[src/hw/rtl/glr_pkg.sv]
`default_nettype none

package glr_pkg;

    localparam int RECIP_BITS     = 17;
    localparam int FRAC_BITS      = 16;
    localparam int FRAC_ONE       = 65536;
    localparam int ROUND_HALF     = 32768;
    localparam int CFG_INDEX_BITS = 2;

    localparam logic [CFG_INDEX_BITS-1:0] REG_GLIDE_SAMPLES = 2'd0;
    localparam logic [CFG_INDEX_BITS-1:0] REG_GLIDE_RECIP   = 2'd1;
    localparam logic [CFG_INDEX_BITS-1:0] REG_IGNORE_ZEROES = 2'd2;

    localparam logic KIND_TICK   = 1'b0;
    localparam logic KIND_CHANGE = 1'b1;

    typedef enum logic [1:0] {
        ST_IDLE,
        ST_FRAC,
        ST_INTERP,
        ST_DONE
    } glr_state_t;

endpackage

`default_nettype wire

[src/hw/rtl/linear_glide_ramp_top.sv]
`default_nettype none

// Channel   Direction  Handshake            Payload
// in        input      in_valid / in_stall  kind, value
// out       output     out_valid/out_stall  sample_value
// cfg       input      cfg_write            cfg_index, cfg_data
//
// A change transaction is only held as pending.
// A tick with a running glide passes through accept, fraction multiply,
// interpolation multiply and write-back, both multiplies through the one shared multiplier.
// A tick with no running glide goes from accept straight to write-back.
// Reset clears the current, start and end values and the count, sets the length to one and the
// reciprocal to 1.0. A stalled output holds the block in write-back.

module linear_glide_ramp_top #(
    parameter int VALUE_BITS = 24,
    parameter int COUNT_BITS = 16,
    localparam int CFG_BITS  = (COUNT_BITS > glr_pkg::RECIP_BITS) ?
                               COUNT_BITS : glr_pkg::RECIP_BITS
) (
    input  wire                                clk,
    input  wire                                rst_n,
    input  wire                                in_valid,
    output logic                               in_stall,
    input  wire                                kind,
    input  wire  signed [VALUE_BITS-1:0]       value,
    output logic                               out_valid,
    input  wire                                out_stall,
    output logic signed [VALUE_BITS-1:0]       sample_value,
    input  wire                                cfg_write,
    input  wire  [glr_pkg::CFG_INDEX_BITS-1:0] cfg_index,
    input  wire  [CFG_BITS-1:0]                cfg_data
);

    import glr_pkg::*;

    localparam int AW = (VALUE_BITS > COUNT_BITS) ? VALUE_BITS + 1 : COUNT_BITS + 1;
    localparam int BW = RECIP_BITS + 1;
    localparam int PW = AW + BW;
    localparam logic signed [PW-1:0] FRAC_ONE_P   = PW'(FRAC_ONE);
    localparam logic signed [PW-1:0] ROUND_HALF_P = PW'(ROUND_HALF);

    glr_state_t state_reg, state_next;

    logic [COUNT_BITS-1:0]        samples_reg;
    logic [RECIP_BITS-1:0]        recip_reg;
    logic                         ignore_reg;
    logic [COUNT_BITS-1:0]        count_reg, count_next;
    logic signed [VALUE_BITS-1:0] current_reg, current_next;
    logic signed [VALUE_BITS-1:0] start_reg, start_next;
    logic signed [VALUE_BITS-1:0] end_reg, end_next;
    logic                         pend_valid_reg, pend_valid_next;
    logic signed [VALUE_BITS-1:0] pend_value_reg, pend_value_next;
    logic                         active_reg, active_next;
    logic                         out_valid_reg, out_valid_next;
    logic signed [VALUE_BITS-1:0] out_data_reg, out_data_next;

    logic [COUNT_BITS-1:0]        len;
    logic [COUNT_BITS-1:0]        num;
    logic [COUNT_BITS-1:0]        eff_count;
    logic                         accept;
    logic                         apply;
    logic                         mul_en;
    logic signed [AW-1:0]         mul_a;
    logic signed [BW-1:0]         mul_b;
    logic signed [PW-1:0]         product;
    logic [BW-1:0]                frac_x;
    logic signed [PW-1:0]         rounded;
    logic signed [VALUE_BITS-1:0] glided;
    logic signed [VALUE_BITS-1:0] result;

    glr_mul #(
        .AW (AW),
        .BW (BW)
    ) u_mul (
        .clk     (clk),
        .en      (mul_en),
        .a       (mul_a),
        .b       (mul_b),
        .product (product)
    );

    assign len = (samples_reg == '0) ? {{(COUNT_BITS-1){1'b0}}, 1'b1} : samples_reg;
    assign num = (count_reg > len) ? '0 : len - count_reg;
    assign frac_x = (product > FRAC_ONE_P) ? BW'(FRAC_ONE) : product[BW-1:0];
    assign rounded = (product + ROUND_HALF_P) >>> FRAC_BITS;
    assign glided = start_reg + rounded[VALUE_BITS-1:0];
    assign result = active_reg ? glided : current_reg;
    assign accept = in_valid && (state_reg == ST_IDLE);
    assign apply = pend_valid_reg && !(ignore_reg && (pend_value_reg == '0));
    assign eff_count = apply ? len : count_reg;

    assign in_stall = (state_reg != ST_IDLE);
    assign out_valid = out_valid_reg;
    assign sample_value = out_data_reg;

    always_ff @(posedge clk or negedge rst_n)
    begin
        if (!rst_n)
        begin
            state_reg <= ST_IDLE;
        end
        else
        begin
            state_reg <= state_next;
        end
    end

    always_comb
    begin
        state_next      = state_reg;
        count_next      = count_reg;
        current_next    = current_reg;
        start_next      = start_reg;
        end_next        = end_reg;
        pend_valid_next = pend_valid_reg;
        pend_value_next = pend_value_reg;
        active_next     = active_reg;
        out_data_next   = out_data_reg;
        out_valid_next  = out_valid_reg && out_stall;
        mul_en          = 1'b0;
        mul_a           = '0;
        mul_b           = '0;
        case (state_reg)
            ST_IDLE:
            begin
                if (accept)
                begin
                    if (kind == KIND_CHANGE)
                    begin
                        pend_valid_next = 1'b1;
                        pend_value_next = value;
                    end
                    else
                    begin
                        pend_valid_next = 1'b0;
                        if (apply)
                        begin
                            start_next = current_reg;
                            end_next   = pend_value_reg;
                        end
                        if (eff_count != '0)
                        begin
                            count_next  = eff_count - 1'b1;
                            active_next = 1'b1;
                            state_next  = ST_FRAC;
                        end
                        else
                        begin
                            count_next  = eff_count;
                            active_next = 1'b0;
                            state_next  = ST_DONE;
                        end
                    end
                end
            end
            ST_FRAC:
            begin
                mul_en     = 1'b1;
                mul_a      = signed'({{(AW-COUNT_BITS){1'b0}}, num});
                mul_b      = signed'({1'b0, recip_reg});
                state_next = ST_INTERP;
            end
            ST_INTERP:
            begin
                mul_en     = 1'b1;
                mul_a      = AW'(end_reg) - AW'(start_reg);
                mul_b      = signed'(frac_x);
                state_next = ST_DONE;
            end
            ST_DONE:
            begin
                if (!out_valid_reg || !out_stall)
                begin
                    out_data_next  = result;
                    out_valid_next = 1'b1;
                    current_next   = result;
                    state_next     = ST_IDLE;
                end
            end
            default:
            begin
                state_next = ST_IDLE;
            end
        endcase
    end

    always_ff @(posedge clk or negedge rst_n)
    begin
        if (!rst_n)
        begin
            samples_reg    <= {{(COUNT_BITS-1){1'b0}}, 1'b1};
            recip_reg      <= RECIP_BITS'(FRAC_ONE);
            ignore_reg     <= 1'b0;
            count_reg      <= '0;
            current_reg    <= '0;
            start_reg      <= '0;
            end_reg        <= '0;
            pend_valid_reg <= 1'b0;
            active_reg     <= 1'b0;
            out_valid_reg  <= 1'b0;
        end
        else
        begin
            if (cfg_write)
            begin
                case (cfg_index)
                    REG_GLIDE_SAMPLES: samples_reg <= cfg_data[COUNT_BITS-1:0];
                    REG_GLIDE_RECIP:   recip_reg   <= cfg_data[RECIP_BITS-1:0];
                    REG_IGNORE_ZEROES: ignore_reg  <= cfg_data[0];
                    default:
                    begin
                    end
                endcase
            end
            count_reg      <= count_next;
            current_reg    <= current_next;
            start_reg      <= start_next;
            end_reg        <= end_next;
            pend_valid_reg <= pend_valid_next;
            active_reg     <= active_next;
            out_valid_reg  <= out_valid_next;
        end
    end

    always_ff @(posedge clk)
    begin
        pend_value_reg <= pend_value_next;
        out_data_reg   <= out_data_next;
    end

    a_change_stays_idle: assert property (@(posedge clk) disable iff (!rst_n)
        (in_valid && !in_stall && (kind == KIND_CHANGE)) |=> !in_stall)
        else $error("change transaction left the block busy");

    a_tick_goes_busy: assert property (@(posedge clk) disable iff (!rst_n)
        (in_valid && !in_stall && (kind == KIND_TICK)) |=> in_stall)
        else $error("tick transaction did not start the sequencer");

    a_result_from_writeback: assert property (@(posedge clk) disable iff (!rst_n)
        (out_valid && !$past(out_valid)) |-> ($past(state_reg) == ST_DONE))
        else $error("result appeared outside write-back");

endmodule

`default_nettype wire

[src/hw/rtl/glr_mul.sv]
`default_nettype none

module glr_mul #(
    parameter int AW = 25,
    parameter int BW = 18
) (
    input  wire                        clk,
    input  wire                        en,
    input  wire  signed [AW-1:0]       a,
    input  wire  signed [BW-1:0]       b,
    output logic signed [AW+BW-1:0]    product
);

    logic signed [AW+BW-1:0] product_reg;

    always_ff @(posedge clk)
    begin
        if (en)
        begin
            product_reg <= a * b;
        end
    end

    assign product = product_reg;

endmodule

`default_nettype wire

[config.mk]
export PLATFORM = sky130hd
export DESIGN_NAME = linear_glide_ramp_top
export DESIGN_NICKNAME = d
export VERILOG_FILES = /design/src/hw/rtl/glr_pkg.sv /design/src/hw/rtl/linear_glide_ramp_top.sv /design/src/hw/rtl/glr_mul.sv
export SDC_FILE = /design/constraint.sdc
export NUM_CORES = 2
export LEC_CHECK = 0
export ABC_AREA = 1
export BUFFER_PORTS_ARGS = -buffer_cell sky130_fd_sc_hd__buf_2
export CAP_MARGIN = 20
export CORE_MARGIN = 10
export CORE_UTILIZATION = 40
export DETAILED_ROUTE_END_ITERATION = 8
export REMOVE_ABC_BUFFERS = 1
export SKIP_LAST_GASP = 1
export SYNTH_ARGS = -nofsm -noshare
export SYNTH_HDL_FRONTEND = slang
export SYNTH_HIERARCHICAL = 1
export SYNTH_SLANG_ARGS = --single-unit
[constraint.sdc]
create_clock -name clk -period 10.26 [get_ports clk]
set_clock_uncertainty 0.1 [all_clocks]
set_input_delay 1.539 -clock clk [delete_from_list [all_inputs] [get_ports clk]]
set_output_delay 1.539 -clock clk [all_outputs]
set_load 0.02 [all_outputs]
==> flow_metrics.py <==
metrics = {
    "detailed_routing": {
        "wl_per_cell_um": 17.4,
        "drc_errors": 0,
        "wl_mm": 88.5,
        "drt_iter0_markers": 1791,
        "vias": 25000,
        "postRouteAntennaNets": 0,
        "viasPerCell": 4.92,
        "firstDrtPassIters": 6,
    },
    "grt": {
        "antenna_found_initial": 0,
        "grt_max_degree": 92,
        "grt_pass1_vias": 25500,
        "track_usage_pct": 20.2,
        "grt_overflow": 0,
        "grt_pass1_wl_mm": 143,
    },
    "synthesis": {
        "synth.distinct_cells": 55,
        "synth_cells": 4025,
        "ys_ff_latch": 218,
        "synth_flop_cell": "dfrtp_1",
        "synth_simple_gate_area_share_pct": 21.6,
        "synth_adder_area_share_pct": 35.7,
        "synthXorXnorAreaFrac_pct": 2.56,
        "synth_compound_area_share_pct": 6.63,
        "ys.warnings.count": 6,
        "synth_area_um2": 30700,
        "seq_area_frac_synth_pct": 19.2,
        "async_flop_share_pct": 58.3,
        "synth_top_family_by_area": "adder cells",
        "postSynthAreaPerCell_um2": 7.64,
        "synth.area.mux_share_pct": 0.220,
        "synth-edff-count": 91,
    },
    "timing": {
        "setup_viol": 0,
        "setup-tns-final_ps": 0,
        "finalHoldViolCount": 0,
        "fin_crit_ps": 8900,
        "worst_slack_ps": 1360,
        "fin_crit_sh_pct": 86.7,
        "rsz0062_at_grt": "no",
        "drv_slew": 0,
        "worst_pin_slew_ps": 948,
        "slew-limit-headroom_pct": 36.5,
        "fmax_mhz": 112,
    },
    "worst_setup_path": {
        "crit_arrival_ps": 9130,
        "cp-start-kind": "flop",
        "path_max_fanout": 18,
        "slowest_stage": "fa_1",
        "cpMostUsedCell": "fa_1",
        "criticalPathCategory": "flop to flop",
        "worst_path_largest_cell_delay_ps": 990,
        "cp.required_ps": 10490,
        "rr_worst_depth": 29,
        "end_kind": "flop",
    },
    "power": {
        "comb_power_share_pct": 65.4,
        "p_leak_uw": 0.0181,
        "peakVddDrop_mv": 0.156,
        "p_sw_share_pct": 53.7,
        "intPower_uw": 3660,
        "p_per_area_nw_per_um2": 237,
        "pwr-share-seq_pct": 20.6,
        "pwr-share-clk_pct": 14.1,
        "switchingPower_uw": 4250,
    },
    "floorplan": {
        "initial_core_util_pct": 40.4,
        "core_um2": 76100,
        "fp.dieH_um": 297,
        "ios": 75,
        "num_rows": 101,
        "fp.dieW_um": 297,
        "dieArea_um2": 88400,
    },
    "status": {
        "status": "completed",
    },
    "clock_network": {
        "cts_setup_buffers": 0,
        "holdBufCountCts": 0,
        "clk_latency_ps": 560,
        "clk_pin_slew_ps": 70,
        "cts_resized": 0,
        "clock-sinks": 218,
        "clockBufferDepth": 3,
        "htreeDepth": 1,
        "cts_buffers": 27,
        "cts_tree": "built",
        "cts-root-buf": "clkbuf_16",
    },
    "placement": {
        "port_buffers": 74,
        "dp_hpwl_mm": 71.2,
        "place_ws_ps": 1430,
        "gp_congestion": 0.947,
    },
    "min_path": {
        "hold_depth": 2,
        "hp-class": "flop to flop",
    },
    "finish": {
        "syn_to_final_growth_pct": 8.43,
        "num_antenna_cells": 0,
        "layout_common_cells": "nand2_1 (1098), inv_1 (969), fa_1 (443)",
        "fill_cells": 7843,
        "finalNetCount": 4692,
        "layout-drive-gt1-share_pct": 7.11,
        "mostFrequentLayoutCell": "nand2_1",
        "largest_reg_flops": 43,
    },
    "flow_run": {
        "cap_violations": 0,
    },
}
## through the flow
stage                     util [%]  instance area (um2)  power (uW)  instances  hold slack (ps)
final                         43.8                33300        7910       5082              384
after global routing          43.8                33300        8630       5082              404
after CTS                     43.8                33300        7940       5080              391
after detailed placement      42.4                32300        6790       5030              378
after global placement        42.4                32300        6760       5029              363
after floorplan                  -                30100        4960       3873              349
## power by group through the flow
stage          Sequential [uW]  Combinational, uW  Clock, uW
2_1_floorplan             1590               3370          0
3_3_place_gp              1630               5130          0
3_5_place_dp              1640               5150          0
4_1_cts                   1630               5180       1140
5_1_grt                   1660               5800       1170
6_report                  1630               5170       1110
## area by class of cell
class	count	area [um2]	area share (%)
flip-flops and latches	218	5910	17.7
multi-input cells	2675	20600	61.8
inverters	980	3680	11.0
repair buffers	129	812	2.44
well taps	1030	1290	3.87
clock inverters	16	292	0.874
clock buffers	34	743	2.23
## critical path: cells and delay by family (launching register included)
family / cells / cell delay, ps
fa+ha+maj: 9 / 4850
simple gates: 11 / 1820
compound gates: 3 / 1030
buf+inv: 6 / 480
flops: 1 / 350
## synth_stat cells (15+ instances only)
master	n	area, um2
a21oi_1	106	531
clkbuf_1	130	488
dfrtp_1	125	3130
edfxtp_1	91	2730
fa_1	443	8870
ha_1	169	2110
inv_1	969	3640
nand2_1	1098	4120
nand2_2	21	131
nand3_1	138	691
nand4_1	29	181
nor2_1	210	788
nor3_1	24	120
o21ai_0	188	941
o21bai_1	15	113
xnor2_1	25	219
xor2_1	65	569
## path summary, 6_finish.rpt
kind / startpoint / endpoint / slack, ps
worst max-delay path: end_reg[0]$_DFFE_PN0P_ / u_mul/product[41]$_DFFE_PP_ / 1360
worst min-delay path: current_reg[23]$_DFFE_PN0P_ / current_reg[23]$_DFFE_PN0P_ / 380
worst max register to register: end_reg[0]$_DFFE_PN0P_ / u_mul/product[41]$_DFFE_PP_ / 1360
worst min register to register: current_reg[23]$_DFFE_PN0P_ / current_reg[23]$_DFFE_PN0P_ / 380
max in group asynchronous: rst_n / recip_reg[4]$_DFFE_PN0P_ / 7940
min in group asynchronous: rst_n / count_reg[12]$_DFFE_PN0P_ / 920
## layer usage
| metal | wire, um | global-route usage [%] |
|---|---|---|
| met3 | 4980 | 2.66 |
| met2 | 41200 | 33.6 |
| met4 | 2500 | 5.12 |
| met1 | 39800 | 27.4 |
| met5 | 0 | 0 |
## kinds of logic (layout without fill, tap and decap cells)
kind of cell,count (synthesis),in the layout
AND/OR/NAND/NOR,1592,1592
buffers and inverters,1132,1159
adder cells (fa/ha/maj),612,612
AO/OA/AOI/OAI,375,375
flip-flops,218,218
XOR/XNOR,90,90
multiplexers,6,6
No activity file was read; power rests on OpenSTA's default activity.
